--- config.mk ---
export PLATFORM = sky130hd
export DESIGN_NAME = ebpf_front
export DESIGN_NICKNAME = d
export VERILOG_FILES = /design/src/ebpf_pkg.sv /design/src/ebpf_front.sv
export SDC_FILE = /design/constraint.sdc
export NUM_CORES = 1
export LEC_CHECK = 0
export ABC_CLOCK_PERIOD_IN_PS = 23200
export BUFFER_PORTS_ARGS = -buffer_cell sky130_fd_sc_hd__buf_2
export CAP_MARGIN = 10
export CORE_MARGIN = 4
export CORE_UTILIZATION = 55
export DETAILED_ROUTE_END_ITERATION = 7
export HOLD_SLACK_MARGIN = 0.1
export PLACE_DENSITY = 0.83
export SLEW_MARGIN = 20
export SYNTH_ARGS = -nofsm -noshare
export SYNTH_HDL_FRONTEND = slang
export SYNTH_SLANG_ARGS = --single-unit
export TNS_END_PERCENT = 1
--- constraint.sdc ---
create_clock -name clock -period 23.2 [get_ports clock]
set_clock_uncertainty 0.2 [all_clocks]
set_input_delay 0 -clock clock [delete_from_list [all_inputs] [get_ports clock]]
set_output_delay 0 -clock clock [all_outputs]
set_load 0.05 [all_outputs]
--- src/ebpf_pkg.sv ---
// ----------------------------------------------------------------------------
// eBPF core package
// Shared types, constants and codes of the eBPF instruction execution core.
// ----------------------------------------------------------------------------
package ebpf_pkg;

   localparam int DataBytesDefault  = 4096;
   localparam int StackBytesDefault = 512;
   localparam int NumRegs           = 11;
   localparam int QueueDepth        = 2;

   localparam logic [2:0] REQ_START = 3'd0;
   localparam logic [2:0] REQ_EXEC  = 3'd1;
   localparam logic [2:0] REQ_HWMEM = 3'd2;
   localparam logic [2:0] REQ_HRMEM = 3'd3;
   localparam logic [2:0] REQ_WREG  = 3'd4;
   localparam logic [2:0] REQ_RREG  = 3'd5;

   localparam logic [2:0] ST_CONT   = 3'd0;
   localparam logic [2:0] ST_EXIT   = 3'd1;
   localparam logic [2:0] ST_DIVZ   = 3'd2;
   localparam logic [2:0] ST_BOUNDS = 3'd3;
   localparam logic [2:0] ST_CALL   = 3'd4;
   localparam logic [2:0] ST_HOST   = 3'd5;

   localparam logic [3:0] KIND_START = 4'd0;
   localparam logic [3:0] KIND_ALU   = 4'd1;
   localparam logic [3:0] KIND_DIV   = 4'd2;
   localparam logic [3:0] KIND_SWAP  = 4'd3;
   localparam logic [3:0] KIND_LDDW  = 4'd4;
   localparam logic [3:0] KIND_JUMP  = 4'd5;
   localparam logic [3:0] KIND_CALL  = 4'd6;
   localparam logic [3:0] KIND_EXIT  = 4'd7;
   localparam logic [3:0] KIND_LOAD  = 4'd8;
   localparam logic [3:0] KIND_STORE = 4'd9;
   localparam logic [3:0] KIND_NOP   = 4'd10;
   localparam logic [3:0] KIND_HWMEM = 4'd11;
   localparam logic [3:0] KIND_HRMEM = 4'd12;
   localparam logic [3:0] KIND_WREG  = 4'd13;
   localparam logic [3:0] KIND_RREG  = 4'd14;
   localparam logic [3:0] KIND_HNOP  = 4'd15;

   localparam logic [1:0] CSR_BCE = 2'd0;
   localparam logic [1:0] CSR_PB  = 2'd1;
   localparam logic [1:0] CSR_PL  = 2'd2;

   typedef struct packed {
      logic [2:0]         req_type;
      logic [7:0]         opcode;
      logic [3:0]         dst_reg;
      logic [3:0]         src_reg;
      logic signed [15:0] offset;
      logic signed [31:0] imm;
      logic signed [31:0] next_imm;
      logic [11:0]        host_addr;
      logic [63:0]        host_data;
   } req_type;

   typedef struct packed {
      logic [2:0]  status;
      logic [15:0] next_pc;
      logic [63:0] value;
   } rsp_type;

   typedef struct packed {
      logic [3:0] kind;
      req_type    req;
   } item_type;

endpackage

--- src/ebpf_front.sv ---
// ----------------------------------------------------------------------------
// eBPF front end
// Accepts commands, classifies them and queues them for the back end.
// ----------------------------------------------------------------------------
module ebpf_front
   import ebpf_pkg::*;
(
   input  logic     clock,
   input  logic     reset,
   input  logic     start,
   input  req_type  req_item,
   output logic     busy,
   input  logic     pop,
   output logic     q_valid,
   output item_type q_item
);

   localparam int PtrW = $clog2(QueueDepth);

   item_type          q_ff [QueueDepth];
   logic [PtrW-1:0]   wp_ff, wp_in, rp_ff, rp_in;
   logic [PtrW:0]     cnt_ff, cnt_in;
   logic [3:0]        kind;
   logic [7:0]        opc;
   logic              push;

   always_comb begin
      opc = req_item.opcode;
      kind = KIND_HNOP;
      case (req_item.req_type)
         REQ_START: kind = KIND_START;
         REQ_HWMEM: kind = KIND_HWMEM;
         REQ_HRMEM: kind = KIND_HRMEM;
         REQ_WREG:  kind = KIND_WREG;
         REQ_RREG:  kind = KIND_RREG;
         REQ_EXEC: begin
            kind = KIND_NOP;
            if (opc[2:0] == 3'd4 || opc[2:0] == 3'd7) begin
               if (opc[7:4] == 4'hd) kind = (opc[2:0] == 3'd4) ? KIND_SWAP : KIND_NOP;
               else if (opc[7:4] == 4'h3 || opc[7:4] == 4'h9) kind = KIND_DIV;
               else kind = KIND_ALU;
            end else begin
               case (opc)
                  8'h18: kind = KIND_LDDW;
                  8'h85: kind = KIND_CALL;
                  8'h95: kind = KIND_EXIT;
                  8'h61, 8'h69, 8'h71, 8'h79: kind = KIND_LOAD;
                  8'h62, 8'h63, 8'h6a, 8'h6b, 8'h72, 8'h73, 8'h7a, 8'h7b:
                     kind = KIND_STORE;
                  default: if (opc[2:0] == 3'd5) kind = KIND_JUMP;
               endcase
            end
         end
         default: kind = KIND_HNOP;
      endcase
   end

   assign busy    = (cnt_ff == (PtrW+1)'(QueueDepth));
   assign push    = start && !busy;
   assign q_valid = (cnt_ff != '0);
   assign q_item  = q_ff[rp_ff];

   always_comb begin
      wp_in  = push ? PtrW'(wp_ff + 1'b1) : wp_ff;
      rp_in  = pop ? PtrW'(rp_ff + 1'b1) : rp_ff;
      cnt_in = cnt_ff + (PtrW+1)'(push) - (PtrW+1)'(pop);
   end

   always_ff @(posedge clock) begin
      if (reset) begin
         wp_ff <= '0;
         rp_ff <= '0;
         cnt_ff <= '0;
      end else begin
         wp_ff <= wp_in;
         rp_ff <= rp_in;
         cnt_ff <= cnt_in;
      end
      if (push) q_ff[wp_ff] <= '{kind: kind, req: req_item};
   end

endmodule

==> impl_metrics.env, run 1 <==
export IMPL_cts_buffers_inserted=37
export IMPL_synth_lib_cells_used_distinct=34
export IMPL_post_cts_hold_buffer_count=270
export IMPL_cts_sinks=363
export IMPL_toolErrorMsg="[ERROR RSZ-0060] Max buffer count reached."
export IMPL_run_status="aborted with a tool error"
export IMPL_synth_simple_gate_area_share_pct=1.21
export IMPL_dp_hpwl_mm=18.5
export IMPL_worst_case_setup_slack_after_placement_ns=19.75
export IMPL_synth_edf_count=358
export IMPL_synth_compound_area_share_pct=0.752
export IMPL_synth_net_count=795
export IMPL_synth_async_sr_flop_share_pct=0
export IMPL_maximum_clock_path_buffer_count=3
export IMPL_h_tree_depth=2
export IMPL_synthFlopType="sky130_fd_sc_hd__edfxtp_1"
export IMPL_floorplan_die_width_um=164
export IMPL_synth_ff_latch_count=363
export IMPL_placementRows=56
export IMPL_final_wtd_congestion=0.798
export IMPL_synth_top_family_by_area="multiplexers"
export IMPL_mux_cell_area_share_after_synthesis_pct=15.2
export IMPL_yosys_area_share_adder_pct=0.263
export IMPL_synthesis_yosys_warnings=0
export IMPL_syn_instance_count=614
export IMPL_clock_tree_root_cell="sky130_fd_sc_hd__clkbuf_16"
export IMPL_die_h_um=164
export IMPL_synth_xor_area_share_pct=0.263
export IMPL_post_cts_buffers=0
export IMPL_top_level_ports=360
export IMPL_syn_mean_instance_area_sq_um=21.7
export IMPL_portBuffers=359
export IMPL_synth_seq_area_share_pct=81.5
export IMPL_share_of_the_synthesized_area_in_the_top_cell_type_pct=80.8
export IMPL_start_util_pct=56.4
export IMPL_post_cts_resized=0
export IMPL_failed_stage="clock tree synthesis"
export IMPL_synthesis_area_sq_mm=0.0133
export IMPL_place_inst=1277
export IMPL_netlist_top_cells_area="sky130_fd_sc_hd__edfxtp_1, sky130_fd_sc_hd__mux2_2, sky130_fd_sc_hd__mux2_1, sky130_fd_sc_hd__dfxtp_1, sky130_fd_sc_hd__buf_2"
export IMPL_biggest_area_consumer_among_synthesized_cells="sky130_fd_sc_hd__edfxtp_1"
==> through the flow <==
| step | util [%] | area [sq um] | hold WS [ns] |
|---|---|---|---|
| after floorplan | - | 13300 | -0.128 |
| after detailed placement | 65.6 | 15500 | -0.00894 |
| after global placement | 65.6 | 15500 | -0.0129 |
==> Yosys cell counts, types with 2 or more instances <==
cell	count
sky130_fd_sc_hd__buf_2	12
sky130_fd_sc_hd__mux2_2	150
sky130_fd_sc_hd__xor2_1	2
sky130_fd_sc_hd__a311o_1	3
sky130_fd_sc_hd__nor2_1	6
sky130_fd_sc_hd__o21ai_0	3
sky130_fd_sc_hd__dfxtp_1	5
sky130_fd_sc_hd__nand2_1	4
sky130_fd_sc_hd__ha_1	2
sky130_fd_sc_hd__nor3_1	2
sky130_fd_sc_hd__mux2_1	29
sky130_fd_sc_hd__nand2b_1	3
sky130_fd_sc_hd__clkbuf_1	8
sky130_fd_sc_hd__xnor2_1	2
sky130_fd_sc_hd__edfxtp_1	358
sky130_fd_sc_hd__inv_1	3
sky130_fd_sc_hd__nor2b_1	4
sky130_fd_sc_hd__a31oi_1	2
==> kinds of logic after synthesis <==
family | Yosys count
buffers and inverters | 23
muxes | 180
xor gates and xnor gates | 4
DFF | 363
AOI/OAI and AO/OA | 13
and+or+nand+nor | 28
adders and majority gates | 3
==> run 2: changes to the inputs <==
CORE_UTILIZATION = 40   (was 55)
HOLD_SLACK_MARGIN = not set   (was 0.1)
PLACE_DENSITY = not set   (was 0.83)
PLACE_DENSITY_LB_ADDON = 0.15   (was not set)
==> run 2 against run 1 <==
Effect of this change: the flow now finishes without violations; synthesized area is the same; synthesized cell count did not move.
==> impl_metrics.env, run 2 <==
export IMPL_p_per_area_mw_per_mm2=102
export IMPL_placeableCoreArea_sq_mm=0.0327
export IMPL_maxClockFrequency_ghz=0.316
export IMPL_fillerInstances=2579
export IMPL_tns_ns=0
export IMPL_setup_worst_path_class="reg -> out"
export IMPL_grt_pass1_wl_mm=46.0
export IMPL_nets=1398
export IMPL_ff_latch_area_sq_mm=0.0109
export IMPL_synth_async_sr_flop_share_pct=0
export IMPL_final_wtd_congestion=0.741
export IMPL_clock_transition_at_the_registers_of_the_reported_paths_ns=0.06
export IMPL_largest_register_ffs=358
export IMPL_cts_sinks=363
export IMPL_cts_tree="done"
export IMPL_die_area_sq_mm=0.0363
export IMPL_synth_lib_cells_used_distinct=34
export IMPL_vias_per_cell=4.60
export IMPL_most_instantiated_cells_after_synthesis="sky130_fd_sc_hd__edfxtp_1, sky130_fd_sc_hd__mux2_2, sky130_fd_sc_hd__mux2_1"
export IMPL_drive_above_1_share_pct=46.1
export IMPL_finalCritPeriodShare_pct=13.6
export IMPL_registers_top_by_ff_count="q_ff"
export IMPL_initialDrtViolationCount=331
export IMPL_cp_start_kind="flip-flop"
export IMPL_post_cts_hold_buffer_count=214
export IMPL_worst_slew_pin_slew_ns=0.983
export IMPL_synth_net_count=795
export IMPL_worst_endpoint_required_ns=23.00
export IMPL_netlist_top_cells_area="sky130_fd_sc_hd__edfxtp_1, sky130_fd_sc_hd__mux2_2, sky130_fd_sc_hd__mux2_1, sky130_fd_sc_hd__dfxtp_1, sky130_fd_sc_hd__buf_2"
export IMPL_share_of_the_synthesized_area_in_the_top_cell_type_pct=80.8
export IMPL_synth_ff_latch_count=363
export IMPL_place_inst=1403
export IMPL_synth_most_common_cell="sky130_fd_sc_hd__edfxtp_1"
export IMPL_synthesis_area_sq_mm=0.0133
export IMPL_relative_slew_margins_pct=34.5
export IMPL_area_used_by_multi_input_combinational_logic_sq_mm=0.00237
export IMPL_final_hold_viol_count=0
export IMPL_finalPower_mw=1.94
export IMPL_post_route_drc_count=0
export IMPL_syn_instance_count=614
export IMPL_top_level_ports=360
export IMPL_cts_buffers_inserted=40
export IMPL_syn_mean_instance_area_sq_um=21.7
export IMPL_area_growth_syn_to_layout_pct=42.7
export IMPL_number_of_antenna_violations_at_the_first_check_in_global_routing=2
export IMPL_critical_path_endpoint_category="output pin"
export IMPL_highest_count_cells_in_the_layout_ignoring_fill_and_taps="sky130_fd_sc_hd__buf_2, sky130_fd_sc_hd__edfxtp_1, sky130_fd_sc_hd__dlygate4sd3_1"
export IMPL_synth_edf_count=358
export IMPL_final_common_cell="sky130_fd_sc_hd__buf_2"
export IMPL_placedInstanceArea_sq_mm=0.0156
export IMPL_irDropWorstVdd_mv=0.0749
export IMPL_synth_seq_area_share_pct=81.5
export IMPL_grt_total_usage_pct=16.1
export IMPL_reg_top3="q_ff x358, cnt_ff x2"
export IMPL_clock_tree_root_cell="sky130_fd_sc_hd__clkbuf_16"
export IMPL_setup_viol=0
export IMPL_arrival_time_of_data_at_the_critical_path_endpoint_ns=2.96
export IMPL_floorplan_die_width_um=190
export IMPL_wirelength_mm=30.1
export IMPL_post_cts_buffers=0
export IMPL_synthFlopType="sky130_fd_sc_hd__edfxtp_1"
export IMPL_h_tree_depth=2
export IMPL_post_cts_resized=0
export IMPL_grt_max_degree=71
export IMPL_critPathMaxFanout=67
export IMPL_setup_slack_ns=20.04
export IMPL_stdcell_area_sq_mm=0.0190
export IMPL_dp_hpwl_mm=18.7
export IMPL_antenna_violating_nets_post_route=0
export IMPL_total_overflow_reported_by_the_global_router=0
export IMPL_die_h_um=190
export IMPL_start_util_pct=40.7
export IMPL_grt_pass1_vias=8370
export IMPL_maximum_clock_path_buffer_count=3
export IMPL_worst_case_setup_slack_after_placement_ns=20.13
export IMPL_run_status="complete, no violations"
export IMPL_placementRows=66
export IMPL_rrSetupSlack_ns=20.19
export IMPL_holdCritPathClass="in -> reg"
export IMPL_final_max_slew_viols=0
export IMPL_rsz0062_at_grt="false"
export IMPL_synthesis_yosys_warnings=0
export IMPL_biggest_area_consumer_among_synthesized_cells="sky130_fd_sc_hd__edfxtp_1"
export IMPL_static_leakage_power_nw=7.14
export IMPL_dr_total_vias=7769
export IMPL_dr_pass1_iters=4
export IMPL_worstSkewPairLatency_ns=0.51
export IMPL_drt_wirelength_per_cell_um=17.8
export IMPL_timing_final_crit_period_ns=3.16
export IMPL_portBuffers=359
export IMPL_number_of_max_cap_violations=0
export IMPL_instances_no_fill=1688
-- run 2: stage by stage --
stage	hold WS [ns]	util (%)
finish	0.0145	58.1
global route	0.00569	58.1
CTS	0.000449	58.1
detailed placement	-0.00933	47.8
global placement	-0.0134	47.8
floorplan	-0.128	-
-- run 2: path summary, 6_finish.rpt --
check | startpoint | endpoint | cells after the start
worst min register to register | rp_ff | rp_ff | 2
worst max register to register | cnt_ff[0] | q_ff[0][133] | 5
worst min-delay path | req_item[77] | q_ff[0][77] | 2
worst max-delay path | flip-flop | q_item[100] | 3
-- run 2: kinds of logic (layout without fill, tap and decap cells) --
| logic type | after synthesis | after routing | synth area share [%] |
|---|---|---|---|
| muxes | 180 | 180 | 15.2 |
| buffers and inverters | 23 | 654 | 0.762 |
| DFF | 363 | 363 | 81.5 |
| xor gates and xnor gates | 4 | 4 | 0.263 |
| other | 0 | 1 | 0 |
| AOI/OAI and AO/OA | 13 | 13 | 0.752 |
| and+or+nand+nor | 28 | 28 | 1.21 |
| adders and majority gates | 3 | 3 | 0.263 |
-- run 2: critical path, stage by stage (launching register included) --
cell and delay (ns):
sky130_fd_sc_hd__dfxtp_4 0.88, sky130_fd_sc_hd__buf_4 0.82, sky130_fd_sc_hd__mux2_2 0.42, sky130_fd_sc_hd__buf_2 0.21
-- run 2: final cells by class --
cell class	count	share of cell area, %
clock buffer	51	5.60
sequential	363	57.1
inverter	3	0.0593
antenna	1	0.0132
clock inverter	19	0.738
multi-input combinational	228	12.5
tap	442	2.91
timing repair buffer	581	21.1
-- run 2: power by group --
group | leakage, nW | switching (mW) | internal (mW)
combinational | 3.18 | 0.363 | 0.135
sequential | 3.38 | 0.0227 | 0.841
clock | 0.589 | 0.235 | 0.345
-- run 2: per-layer routing --
metal  vias to the layer above  share of wire (%)  global-route usage (%)
li1                       3660                  -                       -
met1                      3789                 40                    20.0
met2                       270                 49                    27.3
met3                        48                8.0                    4.89
met4                         2                2.5                    4.86
met5                         -              0.043                       0
Power figures use the tool's default switching activity.
==> run 3: changes to the inputs <==
ABC_CLOCK_PERIOD_IN_PS = 3300   (was 23200)
clock period = 3.3 ns   (was 23.2 ns; I/O delays follow)
==> run 3 against run 2 <==
Effect of this change: via count is 2.2% higher; sequential cell count stayed put; sequential share of layout area is 0.97 points lower; clock-buffer cell count is 4 higher; first-iteration DRC count is 7.9% higher; total power grew to 7.1 times the previous value; wire length is 1.5% higher; critical path depth stayed put.
==> impl_metrics.env, run 3 (synthesis gave the netlist of run 2 again) <==
export IMPL_post_cts_hold_buffer_count=230
export IMPL_largest_register_ffs=358
export IMPL_netSwitchingFraction_pct=31.8
export IMPL_timing_final_crit_period_ns=2.27
export IMPL_run_status="complete, no violations"
export IMPL_placedInstanceArea_sq_mm=0.0158
export IMPL_worst_slew_pin_slew_ns=0.752
export IMPL_antenna_cells=0
export IMPL_nets=1419
export IMPL_rsz0062_at_grt="false"
export IMPL_post_cts_buffers=0
export IMPL_crit_path_max_incr_delay_ns=0.43
export IMPL_h_tree_depth=2
export IMPL_comb_power_share_pct=26.6
export IMPL_clock_transition_at_the_registers_of_the_reported_paths_ns=0.06
export IMPL_initialDrtViolationCount=357
export IMPL_post_route_drc_count=0
export IMPL_clock_tree_root_cell="sky130_fd_sc_hd__clkbuf_16"
export IMPL_total_overflow_reported_by_the_global_router=0
export IMPL_critPathMaxFanout=96
export IMPL_worst_endpoint_required_ns=3.10
export IMPL_ff_latch_area_sq_mm=0.0109
export IMPL_instances_no_fill=1708
export IMPL_grt_pass1_wl_mm=46.4
export IMPL_arrival_time_of_data_at_the_critical_path_endpoint_ns=2.07
export IMPL_drt_wirelength_per_cell_um=17.9
export IMPL_critical_path_top_delay_family="buffers and inverters"
export IMPL_cts_sinks=363
export IMPL_grt_pass1_vias=8516
export IMPL_pwr_share_seq_pct=43.8
export IMPL_cts_buffers_inserted=39
export IMPL_start_util_pct=40.7
export IMPL_final_common_cell="sky130_fd_sc_hd__buf_2"
export IMPL_antenna_violating_nets_post_route=0
export IMPL_crit_path_cell_trace="buf_12 > mux2_2 > buf_2"
export IMPL_dr_total_vias=7939
export IMPL_worstSkewPairLatency_ns=0.51
export IMPL_number_of_antenna_violations_at_the_first_check_in_global_routing=0
export IMPL_grt_total_usage_pct=16.2
export IMPL_wirelength_mm=30.6
export IMPL_placeableCoreArea_sq_mm=0.0327
export IMPL_fillerInstances=2488
export IMPL_grt_max_degree=97
export IMPL_area_growth_syn_to_layout_pct=45.2
export IMPL_clock_network_fraction_of_total_power_pct=29.7
export IMPL_relative_slew_margins_pct=49.8
export IMPL_number_of_max_cap_violations=0
export IMPL_post_cts_resized=0
export IMPL_p_per_area_mw_per_mm2=714
export IMPL_irDropWorstVdd_mv=0.556
export IMPL_critical_path_endpoint_category="output pin"
export IMPL_static_leakage_power_nw=7.27
export IMPL_finalCritPeriodShare_pct=68.9
export IMPL_area_used_by_multi_input_combinational_logic_sq_mm=0.00238
export IMPL_floorplan_die_width_um=190
export IMPL_final_hold_viol_count=0
export IMPL_vias_per_cell=4.65
export IMPL_drive_above_1_share_pct=45.8
export IMPL_stdcell_area_sq_mm=0.0193
export IMPL_placementRows=66
export IMPL_cts_tree="done"
export IMPL_place_inst=1408
export IMPL_final_max_slew_viols=0
export IMPL_cp_start_kind="flip-flop"
export IMPL_total_switching_power_mw=4.38
export IMPL_die_h_um=190
export IMPL_dr_pass1_iters=4
export IMPL_cp_slowest_cell="sky130_fd_sc_hd__mux2_2"
export IMPL_reg_top3="q_ff x358, cnt_ff x2"
export IMPL_registers_top_by_ff_count="q_ff"
export IMPL_top_level_ports=360
export IMPL_dp_hpwl_mm=18.7
export IMPL_highest_count_cells_in_the_layout_ignoring_fill_and_taps="sky130_fd_sc_hd__buf_2, sky130_fd_sc_hd__edfxtp_1, sky130_fd_sc_hd__dlygate4sd3_1"
export IMPL_setup_worst_path_class="reg -> out"
export IMPL_maxClockFrequency_ghz=0.440
export IMPL_portBuffers=359
export IMPL_holdCritPathClass="in -> reg"
export IMPL_setup_viol=0
export IMPL_critical_path_buf_inv_count=2
export IMPL_maximum_clock_path_buffer_count=3
export IMPL_final_wtd_congestion=0.756
export IMPL_die_area_sq_mm=0.0363
export IMPL_cell_internal_pwr_mw=9.42
[run 3: cell types whose count changed in the layout (fill, tap and decap cells not counted), moves of 2 or more]
cell                            change
sky130_fd_sc_hd__clkbuf_8           +2
sky130_fd_sc_hd__dlygate4sd3_1     +17
sky130_fd_sc_hd__clkinv_2           -3
sky130_fd_sc_hd__clkbuf_1           +2
sky130_fd_sc_hd__buf_4              -3
sky130_fd_sc_hd__buf_12             +8
[run 3: stage by stage]
| step | TNS [ns] | util, % | hold WS (ns) | power (mW) | worst slack, ns |
|---|---|---|---|---|---|
| 5_1_grt | 0 | 59.1 | 0.00541 | 14.4 | 0.981 |
| 3_5_place_dp | 0 | 48.3 | -0.00896 | 9.60 | 1.22 |
| 4_1_cts | 0 | 59.1 | 0.000290 | 14.0 | 1.04 |
| 6_report | 0 | 59.1 | 0.0177 | 13.8 | 1.03 |
| 3_3_place_gp | 0 | 48.3 | -0.0127 | 9.58 | 1.25 |
| 2_1_floorplan | -85.56 | - | -0.136 | 8.68 | -0.471 |
[run 3: worst reg2reg max path, delay by kind of cell, from the launching register on]
| kind | cells | cell delay (ns) |
|---|---|---|
| adder cells (fa/ha/maj) | 2 | 0.53 |
| flip-flops | 1 | 0.33 |
| AND/OR/NAND/NOR | 3 | 0.33 |
| buffers and inverters | 2 | 0.58 |
[run 3: per-layer routing]
| layer | vias to the layer above | track usage, % | wire, um | share of wire [%] |
|---|---|---|---|---|
| li1 | 3705 | - | - | - |
| met1 | 3914 | 20.5 | 12500 | 41 |
| met2 | 271 | 27.4 | 15000 | 49 |
| met3 | 49 | 4.74 | 2350 | 7.7 |
| met4 | 0 | 4.70 | 714 | 2.3 |
| met5 | - | 0 | 0 | 0 |
[run 3: layout make-up]
type / instances / share of cell area [%]
Clock buffer: 55 / 5.69
Clock inverter: 14 / 0.583
Inverter: 3 / 0.0583
Multi-Input combinational cell: 228 / 12.3
Sequential cell: 363 / 56.2
Tap cell: 442 / 2.86
Timing Repair Buffer: 603 / 22.3
[run 3: power groups by stage]
| stage | sequential [mW] | combinational [mW] | clock, mW |
|---|---|---|---|
| after CTS | 6.04 | 3.71 | 4.24 |
| after global placement | 6.11 | 3.47 | 0 |
| after global routing | 6.09 | 3.85 | 4.45 |
| after detailed placement | 6.14 | 3.47 | 0 |
| after floorplan | 6.16 | 2.52 | 0 |
| final | 6.04 | 3.66 | 4.10 |
[run 3: path summary, 6_finish.rpt]
path / cells after the start / from / slack (ns) / end
setup / recovery: 3 / flip-flop / 1.03 / q_item[150]
hold / removal: 2 / req_item[15] / 0.02 / q_ff[0][15]
setup reg to reg: 7 / cnt_ff[0] / 1.23 / cnt_ff[0]
hold reg to reg: 2 / rp_ff / 0.31 / rp_ff
==> run 4: changes to the inputs <==
ABC_CLOCK_PERIOD_IN_PS = 2300   (was 3300)
clock period = 2.3 ns   (was 3.3 ns; I/O delays follow)
==> run 4 against run 3 <==
Effect of this change: setup slack lost 0.87 ns; total power rose by 44%; first-iteration DRC count is 23% lower; register-to-register slack got worse by 1.0 ns; utilization decreased by 0.23 points; via count down 1.0%; critical path depth stayed put; sequential share of layout area grew 0.22 points; hold slack gained 0.0018 ns.
==> impl_metrics.env, run 4 (synthesis gave the netlist of run 2 again) <==
export IMPL_cp_start_kind="flip-flop"
export IMPL_floorplan_die_width_um=190
export IMPL_registers_top_by_ff_count="q_ff"
export IMPL_wirelength_mm=30.5
export IMPL_pwr_share_seq_pct=43.8
export IMPL_cts_tree="done"
export IMPL_largest_register_ffs=358
export IMPL_comb_power_share_pct=26.5
export IMPL_cell_internal_pwr_mw=13.6
export IMPL_netSwitchingFraction_pct=31.6
export IMPL_clock_tree_root_cell="sky130_fd_sc_hd__clkbuf_16"
export IMPL_die_area_sq_mm=0.0363
export IMPL_critical_path_endpoint_category="output pin"
export IMPL_drt_wirelength_per_cell_um=18.0
export IMPL_nets=1407
export IMPL_die_h_um=190
export IMPL_static_leakage_power_nw=7.25
export IMPL_post_route_drc_count=0
export IMPL_total_switching_power_mw=6.27
export IMPL_clock_network_fraction_of_total_power_pct=29.7
export IMPL_reg_top3="q_ff x358, cnt_ff x2"
export IMPL_crit_path_max_incr_delay_ns=0.48
export IMPL_placeableCoreArea_sq_mm=0.0327
export IMPL_arrival_time_of_data_at_the_critical_path_endpoint_ns=1.94
export IMPL_worstReg2RegStart="cnt_ff[0]"
export IMPL_worst_slew_pin_slew_ns=0.476
export IMPL_number_of_antenna_violations_at_the_first_check_in_global_routing=1
export IMPL_cp_slowest_cell="sky130_fd_sc_hd__dfxtp_4"
export IMPL_timing_final_crit_period_ns=2.14
export IMPL_area_growth_syn_to_layout_pct=44.6
export IMPL_grt_max_degree=83
export IMPL_run_status="complete, no violations"
export IMPL_dr_total_vias=7860
export IMPL_critPathMaxFanout=22
export IMPL_irDropWorstVdd_mv=0.810
export IMPL_portBuffers=359
export IMPL_placedInstanceArea_sq_mm=0.0159
export IMPL_rrSetupSlack_ns=0.22
export IMPL_grt_pass1_vias=8372
export IMPL_cts_buffers_inserted=39
export IMPL_initialDrtViolationCount=276
export IMPL_maxClockFrequency_ghz=0.467
export IMPL_vias_per_cell=4.63
export IMPL_antenna_violating_nets_post_route=0
export IMPL_worstSkewPairLatency_ns=0.50
export IMPL_final_max_slew_viols=0
export IMPL_holdCritPathClass="in -> reg"
export IMPL_grt_pass1_wl_mm=45.7
export IMPL_maximum_clock_path_buffer_count=3
export IMPL_top_level_ports=360
export IMPL_cp_endpoint="q_item[81]"
export IMPL_drive_above_1_share_pct=46.8
export IMPL_rr_worst_depth=7
export IMPL_highest_count_cells_in_the_layout_ignoring_fill_and_taps="sky130_fd_sc_hd__buf_2, sky130_fd_sc_hd__edfxtp_1, sky130_fd_sc_hd__dlygate4sd3_1"
export IMPL_antenna_cells=0
export IMPL_clock_transition_at_the_registers_of_the_reported_paths_ns=0.06
export IMPL_h_tree_depth=2
export IMPL_fillerInstances=2501
export IMPL_finalCritPeriodShare_pct=93.2
export IMPL_relative_slew_margins_pct=68.3
export IMPL_cts_sinks=363
export IMPL_final_hold_viol_count=0
export IMPL_finalPower_mw=19.8
export IMPL_start_util_pct=40.7
export IMPL_number_of_max_cap_violations=0
export IMPL_setup_worst_path_class="reg -> out"
export IMPL_final_wtd_congestion=0.735
export IMPL_crit_path_cell_trace="buf_4 > mux2_1 > buf_2"
export IMPL_dp_hpwl_mm=19.0
export IMPL_worst_endpoint_required_ns=2.10
export IMPL_stdcell_area_sq_mm=0.0192
export IMPL_grt_total_usage_pct=16.0
export IMPL_dr_pass1_iters=4
export IMPL_ff_latch_area_sq_mm=0.0109
export IMPL_rsz0062_at_grt="false"
export IMPL_area_used_by_multi_input_combinational_logic_sq_mm=0.00238
export IMPL_p_per_area_mw_per_mm2=1030
export IMPL_setup_viol=0
export IMPL_total_overflow_reported_by_the_global_router=0
export IMPL_timing_rr_end="cnt_ff[0]"
export IMPL_final_common_cell="sky130_fd_sc_hd__buf_2"
export IMPL_placementRows=66
==> run 4: cell types whose count changed in the layout (fill, tap and decap cells not counted), moves of 2 or more <==
cell / delta
sky130_fd_sc_hd__clkinv_2: +3
sky130_fd_sc_hd__dlygate4sd3_1: -17
sky130_fd_sc_hd__clkbuf_8: -2
sky130_fd_sc_hd__clkbuf_1: -4
sky130_fd_sc_hd__buf_4: +2
sky130_fd_sc_hd__clkinv_1: +2
==> run 4: repair_timing <==
action / 4_1_cts / 5_1_grt
setup endpoints to repair: 0 / 64
gates resized for setup: 0 / 1
endpoints found under the hold margin: 406 / 0
hold buffers: 214 / 0
setup buffers: 0 / 0
==> run 4: layout make-up <==
cell class,count,share of cell area [%]
flip-flops and latches,363,56.4
repair buffers,591,21.9
multi-input cells,228,12.4
clock buffers,49,5.49
well taps,442,2.87
clock inverters,20,0.852
inverters,3,0.0585
==> run 4: worst max-delay path: cells and delay by family (launching register included) <==
family / cells / cell delay (ns)
buffers and inverters: 2 / 0.57
DFF: 1 / 0.48
muxes: 1 / 0.37
==> run 4: power groups by stage <==
stage,logic [mW],registers (mW),clock network [mW]
2_1_floorplan,3.61,8.84,0
3_3_place_gp,5.00,8.79,0
3_5_place_dp,4.99,8.81,0
4_1_cts,5.32,8.68,6.09
5_1_grt,5.54,8.75,6.38
6_report,5.26,8.67,5.90
==> run 4: metrics by stage <==
stage / util [%] / setup slack (ns) / std cells / hold slack, ns / setup TNS [ns]
4_1_cts: 58.8 / 0.0157 / 1695 / 0.000133 / 0
3_3_place_gp: 48.5 / 0.516 / 1412 / -0.0127 / 0
3_5_place_dp: 48.5 / 0.513 / 1412 / -0.00895 / 0
6_report: 58.9 / 0.157 / 1696 / 0.0196 / 0
2_1_floorplan: - / -1.47 / 614 / -0.136 / -443.56
5_1_grt: 58.9 / 0.0246 / 1696 / 0.000696 / 0
==> run 4: how the worst min path moves through the flow <==
stage               cells past startpoint  slack, ns    startpoint          end
floorplan                               1      -0.14         reset    cnt_ff[0]
global placement                        1      -0.01  req_item[65]  q_ff[1][65]
detailed placement                      1     -0.009   req_item[0]   q_ff[1][0]
CTS                                     2     0.0001  req_item[17]  q_ff[0][17]
global route                            2     0.0007  req_item[96]  q_ff[1][96]
finish                                  2       0.02  req_item[46]  q_ff[0][46]
==> run 4: per-layer routing <==
layer | global-route usage, % | up-vias | share of wire, %
met5 | 0 | - | 0.043
met1 | 20.4 | 3830 | 41
met3 | 5.25 | 59 | 8.9
li1 | - | 3679 | -
met4 | 4.81 | 2 | 2.6
met2 | 26.3 | 290 | 48
